===== src/rtl/pld_pkg.sv =====
// ---------------------------------------------------------------------------
// pld_pkg: shared types and constants for the PID line-follow drive
// Stage payload structs, field widths and the constant-divisor multipliers.
// ---------------------------------------------------------------------------
`default_nettype none

package pld_pkg;

    localparam int ERR_W   = 13;
    localparam int DERIV_W = 14;
    localparam int SUM_W   = 32;
    localparam int DUTY_W  = 8;
    localparam int STEER_W = 9;
    localparam int PD_W    = 21;

    // error / 20: multiply magnitude by ceil(2^16 / 20), keep the bits above 2^16
    localparam int          DIV20_SHIFT = 16;
    localparam logic [11:0] DIV20_MAGIC = 12'd3277;
    localparam int          PQ_W        = 9;

    // sum / 10000: multiply magnitude by ceil(2^45 / 10000), keep the bits above 2^45
    localparam int          DIV10K_SHIFT = 45;
    localparam logic [31:0] DIV10K_MAGIC = 32'hD1B7_1759;
    localparam int          IQ_W         = 19;

    localparam int DTERM_W = 18;

    // output of the integrator stage
    typedef struct packed {
        logic signed [ERR_W-1:0]   err;
        logic signed [DERIV_W-1:0] deriv;
        logic signed [SUM_W-1:0]   sum;
    } integ_t;

    // output of the scaling stage: the three controller terms
    typedef struct packed {
        logic signed [PQ_W-1:0]    p_term;
        logic [IQ_W-1:0]           i_mag;
        logic                      i_neg;
        logic signed [DTERM_W-1:0] d_term;
    } terms_t;

    // result item, last field in the lowest bits
    typedef struct packed {
        logic signed [STEER_W-1:0] steer;
        logic                      right_rev_pin;
        logic                      right_fwd_pin;
        logic                      left_rev_pin;
        logic                      left_fwd_pin;
        logic [DUTY_W-1:0]         right_duty;
        logic [DUTY_W-1:0]         left_duty;
    } drive_t;

    localparam int DRIVE_W = $bits(drive_t);

endpackage

`default_nettype wire


===== src/rtl/pld_integ.sv =====
// ---------------------------------------------------------------------------
// pld_integ: input stage with error history and saturating integral
// Registers each sample, its difference to the previous sample and the
// running error sum clamped to the 32-bit signed range.
// ---------------------------------------------------------------------------
`default_nettype none

module pld_integ (
    input  wire logic                               aclk,
    input  wire logic                               aresetn,
    input  wire logic                               in_valid,
    output logic                                    in_ready,
    input  wire logic signed [pld_pkg::ERR_W-1:0]   in_err,
    output logic                                    out_valid,
    input  wire logic                               out_ready,
    output pld_pkg::integ_t                         out_data
);

    logic                                  valid_reg;
    logic                                  valid_next;
    logic signed [pld_pkg::ERR_W-1:0]      prev_error_reg;
    logic signed [pld_pkg::SUM_W-1:0]      error_sum_reg;
    logic signed [pld_pkg::SUM_W-1:0]      error_sum_next;
    logic signed [pld_pkg::DERIV_W-1:0]    deriv_reg;
    logic signed [pld_pkg::DERIV_W-1:0]    deriv_next;
    logic signed [pld_pkg::SUM_W:0]        sum_wide;
    logic                                  accept;

    // take a transfer when the stage is empty or drains this cycle
    assign in_ready = !valid_reg || out_ready;
    assign accept   = in_valid && in_ready;

    // saturating integral and first difference
    always_comb begin
        sum_wide = {error_sum_reg[pld_pkg::SUM_W-1], error_sum_reg}
                 + {{(pld_pkg::SUM_W+1-pld_pkg::ERR_W){in_err[pld_pkg::ERR_W-1]}}, in_err};
        if (sum_wide[pld_pkg::SUM_W] != sum_wide[pld_pkg::SUM_W-1]) begin
            error_sum_next = sum_wide[pld_pkg::SUM_W]
                           ? {1'b1, {(pld_pkg::SUM_W-1){1'b0}}}
                           : {1'b0, {(pld_pkg::SUM_W-1){1'b1}}};
        end else begin
            error_sum_next = sum_wide[pld_pkg::SUM_W-1:0];
        end
        deriv_next = {in_err[pld_pkg::ERR_W-1], in_err}
                   - {prev_error_reg[pld_pkg::ERR_W-1], prev_error_reg};
    end

    always_comb begin
        if (accept) begin
            valid_next = 1'b1;
        end else if (out_ready) begin
            valid_next = 1'b0;
        end else begin
            valid_next = valid_reg;
        end
    end

    // controller state doubles as the stage payload
    always_ff @(posedge aclk) begin
        if (!aresetn) begin
            valid_reg      <= 1'b0;
            prev_error_reg <= '0;
            error_sum_reg  <= '0;
        end else begin
            valid_reg <= valid_next;
            if (accept) begin
                prev_error_reg <= in_err;
                error_sum_reg  <= error_sum_next;
            end
        end
    end

    always_ff @(posedge aclk) begin
        if (accept) begin
            deriv_reg <= deriv_next;
        end
    end

    assign out_valid      = valid_reg;
    assign out_data.err   = prev_error_reg;
    assign out_data.deriv = deriv_reg;
    assign out_data.sum   = error_sum_reg;

endmodule

`default_nettype wire


===== src/rtl/pld_scale.sv =====
// ---------------------------------------------------------------------------
// pld_scale: gain stage
// Forms error/20 and |sum|/10000 by reciprocal multiplication (truncating
// toward zero) and 10 * difference, then registers the three terms.
// ---------------------------------------------------------------------------
`default_nettype none

module pld_scale (
    input  wire logic             aclk,
    input  wire logic             aresetn,
    input  wire logic             in_valid,
    output logic                  in_ready,
    input  wire pld_pkg::integ_t  in_data,
    output logic                  out_valid,
    input  wire logic             out_ready,
    output pld_pkg::terms_t       out_data
);

    localparam int PPROD_W = pld_pkg::ERR_W + 12;
    localparam int IPROD_W = 2 * pld_pkg::SUM_W;

    logic                                valid_reg;
    logic                                valid_next;
    pld_pkg::terms_t                     terms_reg;
    pld_pkg::terms_t                     terms_next;
    logic                                accept;
    logic                                e_neg;
    logic [pld_pkg::ERR_W-1:0]           e_mag;
    logic [PPROD_W-1:0]                  p_prod;
    logic [pld_pkg::PQ_W-1:0]            p_quot;
    logic [pld_pkg::SUM_W-1:0]           s_mag;
    logic [IPROD_W-1:0]                  i_prod;
    logic signed [pld_pkg::DTERM_W-1:0]  d_ext;

    assign in_ready = !valid_reg || out_ready;
    assign accept   = in_valid && in_ready;

    // form the three controller terms
    always_comb begin
        // proportional term: signed quotient by 20
        e_neg  = in_data.err[pld_pkg::ERR_W-1];
        e_mag  = e_neg ? (~in_data.err + 1'b1) : in_data.err;
        p_prod = PPROD_W'(e_mag) * PPROD_W'(pld_pkg::DIV20_MAGIC);
        p_quot = p_prod[pld_pkg::DIV20_SHIFT +: pld_pkg::PQ_W];
        terms_next.p_term = e_neg ? (~p_quot + 1'b1) : p_quot;

        // integral term: magnitude quotient by 10000, sign applied downstream
        s_mag  = in_data.sum[pld_pkg::SUM_W-1] ? (~in_data.sum + 1'b1) : in_data.sum;
        i_prod = IPROD_W'(s_mag) * IPROD_W'(pld_pkg::DIV10K_MAGIC);
        terms_next.i_mag = i_prod[pld_pkg::DIV10K_SHIFT +: pld_pkg::IQ_W];
        terms_next.i_neg = in_data.sum[pld_pkg::SUM_W-1];

        // derivative term: 8x + 2x
        d_ext = {{(pld_pkg::DTERM_W-pld_pkg::DERIV_W){in_data.deriv[pld_pkg::DERIV_W-1]}},
                 in_data.deriv};
        terms_next.d_term = (d_ext <<< 3) + (d_ext <<< 1);
    end

    always_comb begin
        if (accept) begin
            valid_next = 1'b1;
        end else if (out_ready) begin
            valid_next = 1'b0;
        end else begin
            valid_next = valid_reg;
        end
    end

    always_ff @(posedge aclk) begin
        if (!aresetn) begin
            valid_reg <= 1'b0;
        end else begin
            valid_reg <= valid_next;
        end
    end

    always_ff @(posedge aclk) begin
        if (accept) begin
            terms_reg <= terms_next;
        end
    end

    assign out_valid = valid_reg;
    assign out_data  = terms_reg;

endmodule

`default_nettype wire


===== src/rtl/pld_mix.sv =====
// ---------------------------------------------------------------------------
// pld_mix: steering sum, clamp and wheel drive
// Adds the three terms, clamps to plus or minus max speed, slows one wheel
// and registers duties and direction pins as the result.
// ---------------------------------------------------------------------------
`default_nettype none

module pld_mix (
    input  wire logic                         aclk,
    input  wire logic                         aresetn,
    input  wire logic [pld_pkg::DUTY_W-1:0]   max_speed,
    input  wire logic                         in_valid,
    output logic                              in_ready,
    input  wire pld_pkg::terms_t              in_data,
    output logic                              out_valid,
    input  wire logic                         out_ready,
    output pld_pkg::drive_t                   out_data
);

    localparam int SPD_W = pld_pkg::DUTY_W + 2;

    logic                                valid_reg;
    logic                                valid_next;
    pld_pkg::drive_t                     drive_reg;
    pld_pkg::drive_t                     drive_next;
    logic                                accept;
    logic signed [pld_pkg::PD_W-1:0]     p_ext;
    logic signed [pld_pkg::PD_W-1:0]     i_ext;
    logic signed [pld_pkg::PD_W-1:0]     d_ext;
    logic signed [pld_pkg::PD_W-1:0]     pd_sum;
    logic signed [pld_pkg::PD_W-1:0]     lim;
    logic signed [pld_pkg::STEER_W-1:0]  steer;
    logic signed [SPD_W-1:0]             lim_s;
    logic signed [SPD_W-1:0]             steer_s;
    logic signed [SPD_W-1:0]             lspeed;
    logic signed [SPD_W-1:0]             rspeed;
    logic [SPD_W-1:0]                    lmag;
    logic [SPD_W-1:0]                    rmag;

    assign in_ready = !valid_reg || out_ready;
    assign accept   = in_valid && in_ready;

    // sum the terms and clamp to the speed limit
    always_comb begin
        p_ext = {{(pld_pkg::PD_W-pld_pkg::PQ_W){in_data.p_term[pld_pkg::PQ_W-1]}},
                 in_data.p_term};
        i_ext = {{(pld_pkg::PD_W-pld_pkg::IQ_W){1'b0}}, in_data.i_mag};
        if (in_data.i_neg) begin
            i_ext = -i_ext;
        end
        d_ext = {{(pld_pkg::PD_W-pld_pkg::DTERM_W){in_data.d_term[pld_pkg::DTERM_W-1]}},
                 in_data.d_term};
        pd_sum = p_ext + i_ext + d_ext;
        lim    = {{(pld_pkg::PD_W-pld_pkg::DUTY_W){1'b0}}, max_speed};
        priority if (pd_sum > lim) begin
            steer = lim[pld_pkg::STEER_W-1:0];
        end else if (pd_sum < -lim) begin
            steer = pld_pkg::STEER_W'(-lim);
        end else begin
            steer = pd_sum[pld_pkg::STEER_W-1:0];
        end
    end

    // slow the wheel on the side of the correction
    always_comb begin
        lim_s   = {{(SPD_W-pld_pkg::DUTY_W){1'b0}}, max_speed};
        steer_s = {{(SPD_W-pld_pkg::STEER_W){steer[pld_pkg::STEER_W-1]}}, steer};
        if (steer[pld_pkg::STEER_W-1]) begin
            lspeed = lim_s + steer_s;
            rspeed = lim_s;
        end else begin
            lspeed = lim_s;
            rspeed = lim_s - steer_s;
        end
        lmag = lspeed[SPD_W-1] ? (~lspeed + 1'b1) : lspeed;
        rmag = rspeed[SPD_W-1] ? (~rspeed + 1'b1) : rspeed;

        drive_next.steer         = steer;
        drive_next.left_duty     = lmag[pld_pkg::DUTY_W-1:0];
        drive_next.right_duty    = rmag[pld_pkg::DUTY_W-1:0];
        drive_next.left_fwd_pin  = !lspeed[SPD_W-1];
        drive_next.left_rev_pin  = lspeed[SPD_W-1];
        // right motor is wired inverted
        drive_next.right_fwd_pin = rspeed[SPD_W-1];
        drive_next.right_rev_pin = !rspeed[SPD_W-1];
    end

    always_comb begin
        if (accept) begin
            valid_next = 1'b1;
        end else if (out_ready) begin
            valid_next = 1'b0;
        end else begin
            valid_next = valid_reg;
        end
    end

    always_ff @(posedge aclk) begin
        if (!aresetn) begin
            valid_reg <= 1'b0;
        end else begin
            valid_reg <= valid_next;
        end
    end

    always_ff @(posedge aclk) begin
        if (accept) begin
            drive_reg <= drive_next;
        end
    end

    assign out_valid = valid_reg;
    assign out_data  = drive_reg;

endmodule

`default_nettype wire


===== src/rtl/pid_line_follow_drive.sv =====
// Path: an input transfer is registered in the integrator, gain and drive stages in turn before m_tvalid.
// Throughput: 1 sample per cycle while m_tready is high; three registered stages (integrator,
// gain multipliers, clamp and drive), each with its own valid and ready.
// Reset: aresetn low clears stage valids, previous error and integral,
// and sets max_speed to 255.
// ---------------------------------------------------------------------------
// pid_line_follow_drive: PID steering for a two-wheel line follower
// Turns line-position error samples into wheel PWM duties and pin levels.
// ---------------------------------------------------------------------------
`default_nettype none

module pid_line_follow_drive (
    input  wire logic         aclk,
    input  wire logic         aresetn,
    // configuration: max_speed
    input  wire logic         cfg_wr_en,
    input  wire logic [7:0]   cfg_wr_data,
    // input samples
    input  wire logic         s_tvalid,
    output logic              s_tready,
    input  wire logic [15:0]  s_tdata,   // [12:0] line_error
    // drive results
    output logic              m_tvalid,
    input  wire logic         m_tready,
    // [7:0] left_duty, [15:8] right_duty, [16] left_fwd_pin, [17] left_rev_pin,
    // [18] right_fwd_pin, [19] right_rev_pin, [28:20] steer
    output logic [31:0]       m_tdata
);

    logic [pld_pkg::DUTY_W-1:0] max_speed_reg;
    logic                       integ_valid;
    logic                       integ_ready;
    pld_pkg::integ_t            integ_data;
    logic                       terms_valid;
    logic                       terms_ready;
    pld_pkg::terms_t            terms_data;
    pld_pkg::drive_t            drive_data;

    // configuration register
    always_ff @(posedge aclk) begin
        if (!aresetn) begin
            max_speed_reg <= 8'd255;
        end else if (cfg_wr_en) begin
            max_speed_reg <= cfg_wr_data;
        end
    end

    pld_integ u_integ (
        .aclk      (aclk),
        .aresetn   (aresetn),
        .in_valid  (s_tvalid),
        .in_ready  (s_tready),
        .in_err    (s_tdata[pld_pkg::ERR_W-1:0]),
        .out_valid (integ_valid),
        .out_ready (integ_ready),
        .out_data  (integ_data)
    );

    pld_scale u_scale (
        .aclk      (aclk),
        .aresetn   (aresetn),
        .in_valid  (integ_valid),
        .in_ready  (integ_ready),
        .in_data   (integ_data),
        .out_valid (terms_valid),
        .out_ready (terms_ready),
        .out_data  (terms_data)
    );

    pld_mix u_mix (
        .aclk      (aclk),
        .aresetn   (aresetn),
        .max_speed (max_speed_reg),
        .in_valid  (terms_valid),
        .in_ready  (terms_ready),
        .in_data   (terms_data),
        .out_valid (m_tvalid),
        .out_ready (m_tready),
        .out_data  (drive_data)
    );

    assign m_tdata = {(32 - pld_pkg::DRIVE_W)'(0), drive_data};

endmodule

`default_nettype wire


===== config.mk =====
export PLATFORM = sky130hd
export DESIGN_NAME = pid_line_follow_drive
export DESIGN_NICKNAME = d
export VERILOG_FILES = /design/src/rtl/pld_pkg.sv /design/src/rtl/pld_integ.sv /design/src/rtl/pld_scale.sv /design/src/rtl/pld_mix.sv /design/src/rtl/pid_line_follow_drive.sv
export SDC_FILE = /design/constraint.sdc
export NUM_CORES = 2
export LEC_CHECK = 0
export ABC_AREA = 1
export BUFFER_PORTS_ARGS = -buffer_cell sky130_fd_sc_hd__buf_2
export CELL_PAD_IN_SITES_DETAIL_PLACEMENT = 0
export CELL_PAD_IN_SITES_GLOBAL_PLACEMENT = 1
export CORE_ASPECT_RATIO = 0.5
export CORE_MARGIN = 4
export CORE_UTILIZATION = 55
export DETAILED_ROUTE_END_ITERATION = 6
export GPL_ROUTABILITY_DRIVEN = 0
export PLACE_DENSITY_LB_ADDON = 0.1
export SLEW_MARGIN = 30
export SYNTH_ARGS = -nofsm -noshare
export SYNTH_HDL_FRONTEND = slang
export SYNTH_HIERARCHICAL = 1
export SYNTH_SLANG_ARGS = --single-unit

===== constraint.sdc =====
create_clock -name aclk -period 22.6 [get_ports aclk]
set_input_delay 5.65 -clock aclk [delete_from_list [all_inputs] [get_ports aclk]]
set_output_delay 5.65 -clock aclk [all_outputs]
set_load 0.1 [all_outputs]

After elaboration in Yosys (flattened, before gate mapping)
Cells that the tools add are included.
{ "totals": {"ff_bits": 146, "in_bits": 29, "output_inout_bits": 34, "elab_cells": 74} }
{ "op_classes": {"n_addsub": 14, "n_mul": 2, "magnitude_cmp": 2, "eq_ne": 1, "n_mux": 18, "bitwise": 5, "reduce_logical": 14} }
{ "ops": {"columns": ["operator", "n"], "rows": [
  ["$mux W32", 3],
  ["$mul A32 B32 Y64 const B", 1],
  ["$add A32 B13 Y33", 1],
  ["$add A32 B1 Y32 const B", 1],
  ["$not A32 Y32", 1],
  ["$mux W9", 3],
  ["$mul A13 B12 Y25 const B", 1],
  ["$add A21 B18 Y21", 1],
  ["$add A9 B21 Y21", 1],
  ["$gt A21 B9 Y1", 1],
  ["$lt A21 B21 Y1", 1],
  ["$mux W21", 1],
  ["$neg A19 Y21", 1],
  ["$neg A8 Y21", 1],
  ["$mux W10", 2],
  ["$add A17 B15 Y18", 1],
  ["$add A8 B1 Y8 const B", 2],
  ["$mux W8", 2],
  ["$not A8 Y8", 2],
  ["$sub A13 B13 Y14", 1],
  ["$add A13 B1 Y13 const B", 1],
  ["$mux W13", 1],
  ["$not A13 Y13", 1],
  ["$add A9 B9 Y10", 1],
  ["other kinds (9)", 24]
]} }

Depth between registers and ports, before layout
{ "logic_depth": {"word_depth": 12, "mapped_depth": 55, "depth_no_buf": 53} }

Cells and area by module
The synthesis kept the hierarchy.
{ "modules_own_cells": {"columns": ["mod", "instances", "cells_each", "area_each_um2", "seq_area_each_um2"], "rows": [
  ["pld_scale", 1, 3036, 25757.2, 1401.3],
  ["pld_mix", 1, 790, 5470.2, 890.9],
  ["pld_integ", 1, 745, 5014.8, 1341.3],
  ["pid_line_follow_drive", 1, 39, 306.5, 160.2]
]} }

Least setup slack after synthesis
Ideal clock, no wire load.
{ "synth_path": {"path_kind": "input -> output", "start": "input m_tready", "end": "output s_tready", "arrival_ns": 6.564, "required_ns": 16.950, "slack_ns": 10.386, "path_stages": 6, "path_buffers": 0, "cell_sequence": "inv_1 nand2_1 inv_1 nand2_1 inv_1 nand2_1"} }
{ "synth_between": {"elab_chain_len": 3} }
{ "synth_lines": {"columns": ["item", "line_no", "text"], "rows": [
  ["start: declaration", "pid_line_follow_drive.sv:24", "input wire logic m_tready,"],
  ["$logic_or A1 B1 Y1", "pld_mix.sv:40", "assign in_ready = !valid_reg || out_ready;"],
  ["named net terms_ready", "pid_line_follow_drive.sv:35", "logic terms_ready;"],
  ["$logic_or A1 B1 Y1", "pld_scale.sv:35", "assign in_ready = !valid_reg || out_ready;"],
  ["named net integ_ready", "pid_line_follow_drive.sv:32", "logic integ_ready;"],
  ["$logic_or A1 B1 Y1", "pld_integ.sv:30", "assign in_ready = !valid_reg || out_ready;"],
  ["end: declaration", "pid_line_follow_drive.sv:20", "output logic s_tready,"]
]} }
The timed path passes the listed nets, and every way through them passes these cells.

Worst setup path in the final report
Ends and elaborated chain as after synthesis.

==> run metrics <==
slowest stage delay, CP=0.43 ns; CP max FO=3; Final Instance Area=38500 sq um; number of flops mapped to enable cells by yosys=89; Commonest cells post-synth=1178 x inv_1, 863 x nand2_1, 585 x ha_1; syn avg cell area=7.93 sq um; Final Critical Period=12.20 ns; Die Y=190 um; first-pass detailed-route iteration total=5; Worst Max-Slew Pin Slew=1.01 ns; post-synthesis cell type with the largest combined area=fa_1; top-level port count=63; CTS Sinks=145; Yosys reg bits=145; fraction of the yosys area taken by sequential cells=10.4%; Largest register FFs=46; most area-consuming cells after synthesis=fa_1 27%, ha_1 20%, inv_1 12%; Max H-tree Level=4; Hold Slack=0.499 ns; HP Start=u_integ/deriv_reg[0]$_DFFE_PP_; Worst-path clk slew=0.08 ns; Ys Warns=6; Total GRT Usage=29.9%; remaining antenna violation count=0; setup bufs post-CTS=0; worst hold path type=register to register; Startpoint Class=primary input; CP bufs+invs=5; top cell type's share of synthesized area=27.5%; global route overflow=0; chip width=373 um; initial DRC count=1902; Slew HR=32.4%; Worst setup EP type=primary output; GR met1 Demand/Resource=40.7%; Syn Inst Count=4610; # resized after CTS=0; RSZ-0062 raised after global routing=false; clk buf depth=2; top-count cell post-synth=inv_1; final setup fails=0; post-synth cell types=62; largest net degree at the start of global routing=57; final worst-path cycle share=54.0%; fmax=0.0819 GHz; GRT busiest layer=met2; crit path launch=m_tready; outcome=complete, no violations; root buf cell=clkbuf_16; first-pass GRT wire length=163000 um; Post-synth top flop=edfxtp_1; CTS tree=built; DP Wirelength=90100 um; Worst path slowest cell=buf_2; Syn Std Cell Area=36500 sq um; grt met2 use=47.3%; Placeable Area=65400 sq um; critical path arrival=6.55 ns; Initial Util=55.9%; Final nets=5786; Setup CP Type=primary input to primary output; worst endpoint required time=16.95 ns; max-slew violations=0; cts hold-fix bufs=0; Final Hold Vio Count=0; via/cell ratio=5.24; post-DR wirelength/cell=18.4 um; Top Family by Delay on Critical Path=buffers and inverters; reg2reg start=u_integ/error_sum_reg[0]$_SDFFE_PN0P_; post-route setup TNS=0 ns; Row Count=66; Setup Skew=0.0181 ns; drt drc=0; layout cells sized above 1=5.19%; Syn-to-layout area delta=5.28%; vias in the first global route=30073; initial antenna violation count=1; ys async rst share=0%; Die ar.=70900 sq um; final WL=102000 um; via count=29198; crit-path cells=buf_2 -> inv_1 -> nand2_1 -> inv_1 -> nand2_1 -> inv_1 -> nand2_1 -> buf_2; max_cap viols=0; met3 Resource Use GR=7.31%; worst skew pair latency=0.49 ns; IO buf count=56; Num CTS Buffers=17; placed cell areas=37900 sq um
[path summary, 6_finish.rpt]
path / cells past startpoint / slack, ns / to
max reg2reg: 33 / 12.81 / u_scale/out_data[37]$_DFFE_PP_
min reg2reg: 0 / 0.50 / u_scale/out_data[1]$_DFFE_PP_
min: 0 / 0.50 / u_scale/out_data[1]$_DFFE_PP_
max: 8 / 10.40 / s_tready
[through the flow]
step                worst slack, ns  utilization, %  instances
floorplan                     10.39               -       4612
global placement              10.41            57.9       5535
detailed placement            10.39            57.9       5535
CTS                           10.39            58.8       5567
global route                  10.29            58.8       5567
finish                        10.40            58.8       5568
[cell type report]
| cell class | count | area [sq um] |
|---|---|---|
| clock buffers | 17 | 425 |
| fillers | 6195 | 26900 |
| well taps | 884 | 1110 |
| clock inverters | 15 | 184 |
| diodes | 1 | 2.50 |
| repair buffers | 76 | 430 |
| flip-flops and latches | 145 | 3790 |
| inverters | 1200 | 4510 |
| multi-input cells | 3230 | 28000 |
[layout by cell type, fill, tap and decap left out, types with 6 or more instances in the layout]
cell type,Yosys,final
ha_1,585,585
xor2_1,110,110
clkbuf_16,0,17
nand3b_1,12,12
nor4_1,8,7
buf_4,4,20
o21ai_0,146,145
o211ai_1,6,6
edfxtp_1,89,89
nor2_1,304,304
nand2_4,10,10
o21a_1,9,9
nor2_2,11,11
inv_2,19,19
clkinv_8,0,6
nor3_1,63,63
nand2_2,19,19
nand2_1,863,863
a31oi_1,17,17
o21bai_1,25,25
nand4_1,33,33
buf_2,5,56
fa_1,502,502
a21oi_2,34,35
nand3_1,154,154
o21ai_2,7,7
a21o_1,14,14
inv_1,1178,1178
xnor2_1,41,41
a21oi_1,187,185
dfxtp_1,56,56
[worst register-to-register path: cells and delay by family (launching register included)]
| family | cells | cell delay, ns |
|---|---|---|
| AND/OR/NAND/NOR | 8 | 0.87 |
| XOR/XNOR | 1 | 0.79 |
| adder cells (fa/ha/maj) | 10 | 4.56 |
| flip-flops | 1 | 0.30 |
| buffers and inverters | 7 | 1.25 |
| AO/OA/AOI/OAI | 7 | 1.77 |
[layer usage]
metal / vias up / share of wire, %
li1: 14334 / -
met4: 0 / 3.4
met1: 13863 / 45
met3: 169 / 7.8
met5: - / 0
met2: 832 / 44
[cells by family (layout without fill, tap and decap cells)]
kind of cell | Yosys count | after routing | synth area share [%]
simple gates | 1513 | 1513 | 17.7
fa+ha+maj | 1087 | 1087 | 47.5
other cells | 2 | 5 | 0.0205
compound gates | 470 | 470 | 7.52
buf+inv | 1237 | 1308 | 13.0
xor+xnor | 156 | 156 | 3.87
flops | 145 | 145 | 10.4
Power is left out: the tool's default activity adds up to more than one toggle a clock period on the data nets, which glitch-free logic cannot reach.
